File: src/assert_macros.svh
// Assertion macros shared by the pattern search RTL.
// Depends on nothing; included by modules that carry assertions.
`ifndef ASSERT_MACROS_SVH
`define ASSERT_MACROS_SVH
`ifndef NO_ASSERTIONS
// same-cycle implication
`define ASSERT_IMPL(lbl, clk, rstn, ante, cons) \
	lbl: assert property (@(posedge clk) disable iff (!rstn) (ante) |-> (cons)) \
		else $error("assertion failed");
// next-cycle implication
`define ASSERT_NEXT(lbl, clk, rstn, ante, cons) \
	lbl: assert property (@(posedge clk) disable iff (!rstn) (ante) |=> (cons)) \
		else $error("assertion failed");
`else
`define ASSERT_IMPL(lbl, clk, rstn, ante, cons)
`define ASSERT_NEXT(lbl, clk, rstn, ante, cons)
`endif
`endif

File: src/mbps_pkg.sv
// Package for the masked byte pattern search unit: types, register indexes,
// widths. No dependencies.
`timescale 1ns / 1ps
package mbps_pkg;
	localparam int MAX_PATTERN_BYTES_DEF = 32;
	localparam int PatRegCount = 4;
	localparam int PatBytes = 32;
	localparam int CfgIdxW = 3;
	localparam int CfgDataW = 64;
	localparam int LenW = 6;

	localparam logic [CfgIdxW-1:0] RegPattern0 = 3'd0;
	localparam logic [CfgIdxW-1:0] RegPattern1 = 3'd1;
	localparam logic [CfgIdxW-1:0] RegPattern2 = 3'd2;
	localparam logic [CfgIdxW-1:0] RegPattern3 = 3'd3;
	localparam logic [CfgIdxW-1:0] RegCareMask = 3'd4;
	localparam logic [CfgIdxW-1:0] RegPatLength = 3'd5;
	localparam logic [CfgIdxW-1:0] RegOffset = 3'd6;

	typedef struct packed {
		logic [7:0]  data_byte;
		logic [31:0] byte_address;
		logic        region_end;
	} in_item_t;

	typedef struct packed {
		logic        found;
		logic [31:0] match_address;
	} out_item_t;

	typedef struct packed {
		logic [PatRegCount-1:0][CfgDataW-1:0] pattern_reg;
		logic [PatBytes-1:0]                   care_mask;
		logic [LenW-1:0]                       pattern_length;
		logic [31:0]                           result_offset;
	} mbps_cfg_t;
endpackage

File: src/mbps_cfg_regs.sv
// Configuration register file of the pattern search unit.
// Depends on mbps_pkg.
`timescale 1ns / 1ps
module mbps_cfg_regs (
	input  logic                           clk,
	input  logic                           arst_n,
	input  logic                           cfg_wr_en,
	input  logic [mbps_pkg::CfgIdxW-1:0]   cfg_index,
	input  logic [mbps_pkg::CfgDataW-1:0]  cfg_data,
	output mbps_pkg::mbps_cfg_t            cfg
);
	import mbps_pkg::*;

	mbps_cfg_t cfg_q;

	always_ff @(posedge clk or negedge arst_n) begin
		if (!arst_n) begin
			cfg_q.pattern_reg    <= '0;
			cfg_q.care_mask      <= '1;
			cfg_q.pattern_length <= LenW'(1);
			cfg_q.result_offset  <= '0;
		end else if (cfg_wr_en) begin
			case (cfg_index)
				RegPattern0:  cfg_q.pattern_reg[0] <= cfg_data;
				RegPattern1:  cfg_q.pattern_reg[1] <= cfg_data;
				RegPattern2:  cfg_q.pattern_reg[2] <= cfg_data;
				RegPattern3:  cfg_q.pattern_reg[3] <= cfg_data;
				RegCareMask:  cfg_q.care_mask <= cfg_data[PatBytes-1:0];
				RegPatLength: cfg_q.pattern_length <= cfg_data[LenW-1:0];
				RegOffset:    cfg_q.result_offset <= cfg_data[31:0];
				default: ;
			endcase
		end
	end

	assign cfg = cfg_q;
endmodule

File: src/mbps_match_core.sv
// Byte window, region state and masked window compare for one transaction.
// Depends on mbps_pkg and assert_macros.svh.
`timescale 1ns / 1ps
`include "assert_macros.svh"
module mbps_match_core #(
	parameter int MaxBytes = mbps_pkg::MAX_PATTERN_BYTES_DEF
) (
	input  logic                 clk,
	input  logic                 arst_n,
	input  mbps_pkg::mbps_cfg_t  cfg,
	input  logic                 step,
	input  mbps_pkg::in_item_t   item,
	output logic                 res_valid,
	output mbps_pkg::out_item_t  res
);
	import mbps_pkg::*;

	localparam int SeenW = $clog2(MaxBytes + 1);
	localparam int IdxW = (MaxBytes > 1) ? $clog2(MaxBytes) : 1;

	logic [MaxBytes-1:0][7:0] win_q;
	logic [MaxBytes-1:0][7:0] win_next;
	logic [SeenW-1:0]         seen_q;
	logic [SeenW-1:0]         seen_next;
	logic                     reported_q;
	logic [SeenW-1:0]         len_eff;
	logic [MaxBytes-1:0]      pos_ok;
	logic                     zero_len;
	logic                     hit;
	logic [31:0]              start_addr;

	// window entry k: byte seen k transactions ago, 0 = current
	genvar k;
	generate
		for (k = 0; k < MaxBytes; k++) begin : g_shift
			if (k == 0) begin : g_head
				assign win_next[k] = item.data_byte;
			end else begin : g_tail
				assign win_next[k] = win_q[k-1];
			end
		end
	endgenerate

	assign seen_next = (seen_q == SeenW'(MaxBytes)) ? seen_q : seen_q + SeenW'(1);
	assign zero_len  = (cfg.pattern_length == '0);

	always_comb begin
		if (zero_len) begin
			len_eff = SeenW'(1);
		end else if (int'(cfg.pattern_length) > MaxBytes) begin
			len_eff = SeenW'(MaxBytes);
		end else begin
			len_eff = SeenW'(cfg.pattern_length);
		end
	end

	// position i of the pattern sits at window entry len-1-i
	genvar i;
	generate
		for (i = 0; i < MaxBytes; i++) begin : g_pos
			if (i < PatBytes) begin : g_cmp
				logic [IdxW-1:0] idx;
				logic            cares;
				assign idx   = IdxW'(int'(len_eff) - 1 - i);
				assign cares = cfg.care_mask[i] && (len_eff > SeenW'(i));
				assign pos_ok[i] = !cares ||
					(win_next[idx] == cfg.pattern_reg[i / 8][(i % 8) * 8 +: 8]);
			end else begin : g_wild
				assign pos_ok[i] = 1'b1;
			end
		end
	endgenerate

	assign hit = !reported_q && (zero_len || ((seen_next >= len_eff) && (&pos_ok)));
	assign start_addr = item.byte_address - 32'(len_eff) + 32'd1;

	assign res_valid         = !reported_q && (hit || item.region_end);
	assign res.found         = hit;
	assign res.match_address = hit ? (start_addr + cfg.result_offset) : 32'd0;

	always_ff @(posedge clk or negedge arst_n) begin
		if (!arst_n) begin
			seen_q     <= '0;
			reported_q <= 1'b0;
		end else if (step) begin
			if (item.region_end) begin
				seen_q     <= '0;
				reported_q <= 1'b0;
			end else if (!reported_q) begin
				seen_q     <= seen_next;
				reported_q <= hit;
			end
		end
	end

	// window contents are only read below the fill count
	always_ff @(posedge clk) begin
		if (step && !reported_q) begin
			win_q <= win_next;
		end
	end

	`ASSERT_NEXT(a_region_clear, clk, arst_n, step && item.region_end, seen_q == '0 && !reported_q)
	`ASSERT_IMPL(a_reported_seen, clk, arst_n, reported_q, seen_q != '0)
	`ASSERT_IMPL(a_seen_bound, clk, arst_n, 1'b1, seen_q <= SeenW'(MaxBytes))
	`ASSERT_IMPL(a_miss_zero, clk, arst_n, res_valid && !res.found, res.match_address == '0)
endmodule

File: src/masked_byte_pattern_search_unit.sv
// Masked byte pattern search unit, top level.
// Depends on mbps_pkg, mbps_cfg_regs, mbps_match_core.
//
// Input channel in_valid/in_stall/in_data carries one region byte with its
// address and an end-of-region flag per transaction. Output channel
// out_valid/out_stall/out_data carries at most one result per region: the
// first match (found = 1, start address plus offset) or, when the final
// byte passes unmatched, found = 0 with address 0.
// Configuration: cfg_wr_en/cfg_index/cfg_data, to be written only while idle; the block itself does not enforce this.
// Timing: an input register, then the window compare and a result register,
// which captures the result when its byte leaves the input register. One byte
// per cycle is sustained while the receiver does not stall; the bound is the
// window update and compare, which feeds the match flag of the next byte.
// Reset clears the region state and loads register defaults (care mask all
// ones, length 1). When the receiver stalls, the result register holds; a
// byte already in the input register waits there, and in_stall is high while
// it waits.
`timescale 1ns / 1ps
module masked_byte_pattern_search_unit #(
	parameter int MaxPatternBytes = mbps_pkg::MAX_PATTERN_BYTES_DEF
) (
	input  logic                           clk,
	input  logic                           arst_n,
	input  logic                           cfg_wr_en,
	input  logic [mbps_pkg::CfgIdxW-1:0]   cfg_index,
	input  logic [mbps_pkg::CfgDataW-1:0]  cfg_data,
	input  logic                           in_valid,
	output logic                           in_stall,
	input  mbps_pkg::in_item_t             in_data,
	output logic                           out_valid,
	input  logic                           out_stall,
	output mbps_pkg::out_item_t            out_data
);
	import mbps_pkg::*;

	mbps_cfg_t cfg;
	in_item_t  item_s1;
	logic      valid_s1;
	logic      step;
	logic      res_valid;
	out_item_t res;
	logic      out_valid_q;
	out_item_t out_data_q;

	mbps_cfg_regs u_cfg (
		.clk       (clk),
		.arst_n    (arst_n),
		.cfg_wr_en (cfg_wr_en),
		.cfg_index (cfg_index),
		.cfg_data  (cfg_data),
		.cfg       (cfg)
	);

	assign step     = valid_s1 && (!out_valid_q || !out_stall);
	assign in_stall = valid_s1 && !step;

	always_ff @(posedge clk or negedge arst_n) begin
		if (!arst_n) begin
			valid_s1 <= 1'b0;
		end else if (in_valid && !in_stall) begin
			valid_s1 <= 1'b1;
		end else if (step) begin
			valid_s1 <= 1'b0;
		end
	end

	always_ff @(posedge clk) begin
		if (in_valid && !in_stall) begin
			item_s1 <= in_data;
		end
	end

	mbps_match_core #(
		.MaxBytes (MaxPatternBytes)
	) u_core (
		.clk       (clk),
		.arst_n    (arst_n),
		.cfg       (cfg),
		.step      (step),
		.item      (item_s1),
		.res_valid (res_valid),
		.res       (res)
	);

	always_ff @(posedge clk or negedge arst_n) begin
		if (!arst_n) begin
			out_valid_q <= 1'b0;
		end else if (step) begin
			out_valid_q <= res_valid;
		end else if (!out_stall) begin
			out_valid_q <= 1'b0;
		end
	end

	always_ff @(posedge clk) begin
		if (step && res_valid) begin
			out_data_q <= res;
		end
	end

	assign out_valid = out_valid_q;
	assign out_data  = out_data_q;
endmodule
File: config.mk
export PLATFORM = sky130hd
export DESIGN_NAME = masked_byte_pattern_search_unit
export DESIGN_NICKNAME = d
export VERILOG_FILES = /design/src/mbps_pkg.sv /design/src/mbps_cfg_regs.sv /design/src/mbps_match_core.sv /design/src/masked_byte_pattern_search_unit.sv
export VERILOG_INCLUDE_DIRS = /design/src /design/src/src
export SDC_FILE = /design/constraint.sdc
export NUM_CORES = 2
export LEC_CHECK = 0
export BUFFER_PORTS_ARGS = -buffer_cell sky130_fd_sc_hd__buf_2
export CAP_MARGIN = 20
export CORE_MARGIN = 3
export CORE_UTILIZATION = 45
export DETAILED_ROUTE_END_ITERATION = 6
export PLACE_DENSITY = 0.64
export SLEW_MARGIN = 20
export SYNTH_ARGS = -nofsm -noshare
export SYNTH_HDL_FRONTEND = slang
export SYNTH_SLANG_ARGS = --single-unit
export TNS_END_PERCENT = 20
File: constraint.sdc
create_clock -name clk -period 10.46 [get_ports clk]
set_input_delay 2.092 -clock clk [delete_from_list [all_inputs] [get_ports clk]]
set_output_delay 2.092 -clock clk [all_outputs]
set_load 0.005 [all_outputs]
; Word-level counts from Yosys, hierarchy flattened
; Index checks and enable logic that the tools add are counted.
[word_totals]
output_inout_bits = 35
wordCells = 389
regBits = 657
input_bits = 113
[classes]
n_mux = 75
n_reduce_logical = 124
n_eq_ne = 41
order_cmp = 66
addsub = 36
[op_table]
columns = cell, n
row1 = 8-bit binary-select mux with 5-bit select, 32
row2 = 8-bit == test, 32
row3 = 8-bit 2-to-1 mux, 32
row4 = "5-bit by 6-bit < comparator with 1-bit output, second input constant", 32
row5 = "6-bit by 5-bit greater-than comparator with 1-bit output, second input constant", 16
row6 = "5-bit subtractor, second input constant", 16
row7 = "6-bit by 4-bit greater-than comparator with 1-bit output, second input constant", 8
row8 = 1-bit logical AND, 40
row9 = "5-bit by 4-bit subtractor with 5-bit output, second input constant", 8
row10 = 1-bit zero test, 37
row11 = 1-bit logical OR, 35
row12 = "32-bit by 1-bit adder with 32-bit output, second input constant", 1
row13 = 32-bit adder, 1
row14 = 32-bit AND reduction, 1
row15 = 32-bit by 6-bit subtractor with 32-bit output, 1
row16 = 6-bit 2-to-1 mux, 5
row17 = "6-bit by 3-bit greater-than comparator with 1-bit output, second input constant", 4
row18 = "5-bit by 3-bit subtractor with 5-bit output, second input constant", 4
row19 = 2-bit AND reduction, 8
row20 = "6-bit by 1-bit greater-than comparator with 1-bit output, second input constant", 2
row21 = "6-bit by 2-bit greater-than comparator with 1-bit output, second input constant", 2
row22 = "5-bit by 1-bit subtractor with 5-bit output, second input constant", 2
row23 = "5-bit by 2-bit subtractor with 5-bit output, second input constant", 2
row24 = "3-bit == test, second input constant", 3
row25 = 12 further kinds, 18

; Depth between registers and ports, before layout
[logic_depth]
depth_word = 16
mapped_depth = 29
mapped_depth_nobuf = 21

; Cells and area by module
; From an unflattened synthesis, not the netlist that was laid out.
[unflattened]
hier_cells = 5153
hier_area_um2 = 51580.7
[modules_own_cells]
columns = module, cells_per_inst, area_per_inst_um2, n_inst, seq_area_each_um2
row1 = mbps_match_core, 4374, 37046.8, 1, 7622.3
row2 = mbps_cfg_regs, 694, 12213.0, 1, 8199.1
row3 = masked_byte_pattern_search_unit, 85, 2321.0, 1, 2272.2

; Worst setup path before layout
; Ideal clock, no wire load.
[synth_timing]
path_kind = input -> register
start = input out_stall
end = register u_core.seen_q[1]
setup_ns = 0.090
arrival_ns = 7.830
setup_slack_ns = 2.540
n_path_buf = 0
cell_stages = 5
t_required_ns = 10.370
path_cell_list = nand2_1 -> and2_1 -> nand2_1 -> inv_1 -> a32o_1
[synth_via]
elab_chain_cells = 4
[synth_rtl]
columns = item, line
row1 = from (decl), masked_byte_pattern_search_unit.sv:31  ; input logic out_stall,
row2 = 1-bit zero test, -
row3 = 1-bit logical OR, masked_byte_pattern_search_unit.sv:54  ; assign step = valid_s1 && (!out_valid_q || !out_stall);
row4 = 1-bit logical AND, masked_byte_pattern_search_unit.sv:54
row5 = 2-bit AND reduction (no source line), -
row6 = to (signal assigned), mbps_match_core.sv:90  ; seen_q <= seen_next;
row7 = to (decl), mbps_match_core.sv:23  ; logic [SeenW-1:0] seen_q;
; Every way passes these cells.
; A chain may end at the register's enable or synchronous reset.

; Final worst setup path
[layout_timing]
start = register u_cfg.cfg_q, in the netlist u_cfg.cfg[33]
end = register out_data_q, in the netlist out_data[32] (enable)
[layout_via]
elab_chain_cells = 16
word_cells_on_any_way = 268
cone_classes = add/sub (32) / order compare (34) / eq/ne (32) / mux (66) / reduce/logical (104)
[layout_rtl]
columns = item, line
row1 = from (decl), mbps_cfg_regs.sv:14  ; mbps_cfg_t cfg_q;
row2 = 6-bit greater-than comparator, mbps_match_core.sv:50  ; end else if (int'(cfg.pattern_length) > MaxBytes) begin
row3 = 6-bit 2-to-1 mux, mbps_match_core.sv:50
row4 = 6-bit 2-to-1 mux, mbps_match_core.sv:48  ; if (zero_len) begin
row5 = 5-bit by 1-bit subtractor with 5-bit output, mbps_match_core.sv:64  ; assign idx = IdxW'(int'(len_eff) - 1 - i);
row6 = 5-bit by 2-bit subtractor with 5-bit output (tied with other cells), mbps_match_core.sv:64
row7 = 8-bit binary-select mux with 5-bit select, mbps_match_core.sv:67  ; (win_next[idx] == cfg.pattern_reg[i / 8][(i % 8) * 8 +: 8]);
row8 = 8-bit 2-to-1 mux (implied by the code), mbps_match_core.sv:67
row9 = 8-bit == test, mbps_match_core.sv:67
row10 = 1-bit logical OR, mbps_match_core.sv:66  ; assign pos_ok[i] = !cares ||
row11 = 32-bit AND reduction, mbps_match_core.sv:74  ; assign hit = !reported_q && (zero_len || ((seen_next >= len_eff) && (&pos_ok)));
row12 = 1-bit logical AND, mbps_match_core.sv:74
row13 = 1-bit logical OR (*), mbps_match_core.sv:74
row14 = 1-bit logical AND (*), mbps_match_core.sv:74
row15 = 1-bit logical OR (*), mbps_match_core.sv:77  ; assign res_valid = !reported_q && (hit || item.region_end);
row16 = 1-bit logical AND (*), mbps_match_core.sv:77
row17 = 1-bit logical AND (*), masked_byte_pattern_search_unit.sv:96  ; if (step && res_valid) begin
row18 = to (signal assigned), masked_byte_pattern_search_unit.sv:97  ; out_data_q <= res;
row19 = to (decl), masked_byte_pattern_search_unit.sv:43  ; out_item_t out_data_q;
; Mark *: on every way between the ends. The rest lies on a longest branch, timed or not. The select of a mux whose other input is x is not followed.

==> impl_metrics.py <==
metrics = {
    "placement": {
        "gp_congestion": 0.973,
        "dp_worst_setup_slack_ns": 1.73,
        "hpwl_um": 129000,
        "portBuffers": 147,
    },
    "cells_and_area": {
        "fillers": 9386,
        "drive_gt1_frac": 0.269,
        "final_core_util": 0.502,
        "finalNetCount": 4300,
        "multi_input_area_um2": 28600,
        "syn2layout_area_growth_pct": 9.91,
        "register_area_um2": 18100,
    },
    "logic_synthesis": {
        "ys_warn_count": 0,
        "synthArstFlopShare": 0.510,
        "yosysSeqAreaShare": 0.373,
        "synth_area_leaders": "edfxtp_1, dfrtp_1, mux4_2",
        "syn_inst": 4079,
        "yosysTopAreaCell": "edfxtp_1",
        "synth_edf_count": 322,
        "synth_top_area_frac": 0.200,
        "ys_types": 92,
        "synth_nets": 4284,
        "synthFlopType": "edfxtp_1",
        "synth.avg_cell_area_um2": 11.9,
        "ys_ff_latch": 657,
        "syn_area_um2": 48500,
    },
    "floorplanning": {
        "die_h_um": 334,
        "core_area_um2": 106000,
        "core.rowCount": 119,
        "initial_core_util": 0.457,
        "ios": 148,
        "die_w_um": 334,
        "fp.dieArea_um2": 112000,
    },
    "grt": {
        "first_global_vias": 34700,
        "antenna_found_initial": 4,
        "grt_pass1_wl_um": 251000,
        "grt_max_degree": 148,
        "grt.overflow.total": 0,
        "grt_use_total": 0.306,
    },
    "cts": {
        "clock_latency_ns": 0.69,
        "cts.sinks": 657,
        "numCtsBuffers": 79,
        "cts_tree": "built",
        "cts_setup_buffers": 0,
        "cts_resized": 0,
        "cts.hold.buffers_added": 0,
        "cts_buffer_depth": 3,
        "htreeDepth": 3,
        "clk_pin_slew_ns": 0.06,
        "cts_root_buffer": "clkbuf_16",
    },
    "setup_path": {
        "cp_max_fo": 113,
        "worst_setup_path_end_kind": "flop",
        "crit_arrival_ns": 9.33,
        "required_ns": 10.74,
        "crit_type": "reg -> reg",
        "cp-start-kind": "flop",
    },
    "sta": {
        "fmax_ghz": 0.111,
        "skew_ns": 0.0391,
        "drv_slew": 0,
        "rsz0062_at_grt": "no",
        "finalCriticalPeriod_ns": 9.05,
        "setup_ws_ns": 1.41,
        "setup_tns_ns": 0,
        "relSlewSlack": 0.171,
        "finalCritPeriodShare": 0.865,
        "finalHoldViolCount": 0,
        "setup_viol": 0,
        "tightestPinTransition_ns": 1.24,
    },
    "outcome": {
        "status": "completed",
    },
    "route": {
        "vias": 36600,
        "vias_per_cell": 6.60,
        "detail-route-antenna-nets": 0,
        "routed_wl_um": 174000,
        "drc": 0,
        "drt_iter0_markers": 4398,
        "first_pass_iters": 6,
        "wire_per_inst_um": 31.3,
    },
    "pwr": {
        "internal_power_mw": 9.66,
        "swShare": 0.478,
        "p_sw_mw": 8.85,
        "clkPwrFrac": 0.156,
        "vdd_drop_max_mv": 0.179,
        "p_comb_frac": 0.632,
        "power.leakage_nw": 21.0,
        "seq_power_share": 0.213,
        "power_density_nw_per_um2": 348,
    },
    "worst_hold_path": {
        "hp-class": "reg -> reg",
    },
    "flow_run": {
        "maxCapViolCount": 0,
    },
}
## path summary, 6_finish.rpt
| check | depth (start not counted) | endpoint | slack, ns | from |
|---|---|---|---|---|
| max in group asynchronous | 3 | u_cfg.cfg[255] | 7.08 | arst_n |
| min in group asynchronous | 1 | u_cfg.cfg[12] | 1.37 | arst_n |
| worst min register to register | 1 | u_cfg.cfg[29] | 0.50 | u_cfg.cfg[29] |
| worst max register to register | 16 | out_data[32] | 1.41 | u_cfg.cfg[33] |
| worst max-delay path | 16 | out_data[32] | 1.41 | u_cfg.cfg[33] |
| worst min-delay path | 1 | u_cfg.cfg[29] | 0.50 | u_cfg.cfg[29] |
## sequential cells by signal, summed over array words and instances, names as in the netlist
name / count
u_core.win_next: 248
item_s1: 41
valid_s1: 1
u_core.reported_q: 1
out_data: 33
u_core.seen_q: 6
u_cfg.cfg: 326
out_valid: 1
## layer usage
metal	vias up	part of all wire	global-route usage
met5	-	0	0
li1	15800	-	-
met3	375	0.098	0.0837
met2	1795	0.45	0.465
met1	18600	0.39	0.398
met4	0	0.066	0.168
## final cells by class
| cell class | instances | share of cell area |
|---|---|---|
| Multi-Input combinational cell | 2968 | 0.537 |
| Sequential cell | 657 | 0.340 |
| Clock buffer | 117 | 0.0451 |
| Tap cell | 1391 | 0.0327 |
| Timing Repair Buffer | 224 | 0.0272 |
| Inverter | 165 | 0.0118 |
| Clock inverter | 28 | 0.00576 |
| Antenna cell | 3 | 0.000141 |
## critical path, stage by stage (launching register included)
cell and delay [ns]:
dfrtp_4 0.72, or4_1 0.79, a21oi_2 0.29, ha_4 0.70, buf_12 0.60, mux4_2 0.36
a2bb2oi_1 0.87, mux2i_1 0.28, mux2i_1 0.42, xor2_1 0.14, nor4_1 0.26, a21oi_1 0.11
a2111oi_0 0.74, o22ai_1 0.37, nor4_4 0.66, a211oi_1 0.34, nor2_4 0.79
## power groups by stage
stage                     Sequential, mW  Combinational [mW]  Clock (mW)
after global routing                3.99                12.3        3.03
after floorplan                     3.72                8.05           0
after global placement              3.95                11.3           0
final                               3.94                11.7        2.88
after CTS                           3.92                11.4        2.93
after detailed placement            3.96                11.4           0
## stage by stage
stage	hold WS (ns)	area (um^2)	total power, mW	std cells
floorplan	0.468	48500	11.8	4079
global placement	0.487	50500	15.3	5405
detailed placement	0.493	50500	15.3	5405
CTS	0.503	53200	18.3	5550
global route	0.515	53200	19.3	5550
finish	0.504	53300	18.5	5553
## Yosys cell counts, drive strengths merged, types with 12 or more instances
cell type	number
a31oi	40
nand3	65
xor2	213
mux2i	493
a2bb2oi	117
o211ai	22
clkbuf	145
a21oi	103
o22ai	12
nand2	113
edfxtp	322
nor3b	16
o221ai	89
mux2	442
nand4	33
o21ai	106
and3	12
ha	87
nor4	34
a21o	15
xnor2	238
buf	144
nor2b	19
nor3	53
a211oi	17
dfrtp	302
dfstp	33
nand2b	18
o32a	41
inv	164
or3	84
mux4	233
nor2	93
## cells by family after synthesis
group,synth area share
AO/OA/AOI/OAI,0.105
XOR/XNOR,0.0818
adder cells (fa/ha/maj),0.0245
buffers and inverters,0.0391
flip-flops,0.373
multiplexers,0.313
AND/OR/NAND/NOR,0.0627
## cell usage in the layout (no fill, tap or decap), types with 85 or more instances in the layout
cell type	synthesis	final
nor2_1	92	89
mux2_2	441	441
buf_2	84	146
xnor2_1	236	234
dfrtp_1	302	300
mux2i_1	493	492
mux4_2	231	231
a2bb2oi_1	117	116
edfxtp_1	322	322
a21oi_1	101	100
clkbuf_16	0	85
o21ai_0	101	99
o221ai_1	89	89
xor2_1	213	213
nand2_1	113	111
inv_1	161	158
(Power assumes the default switching activity.)
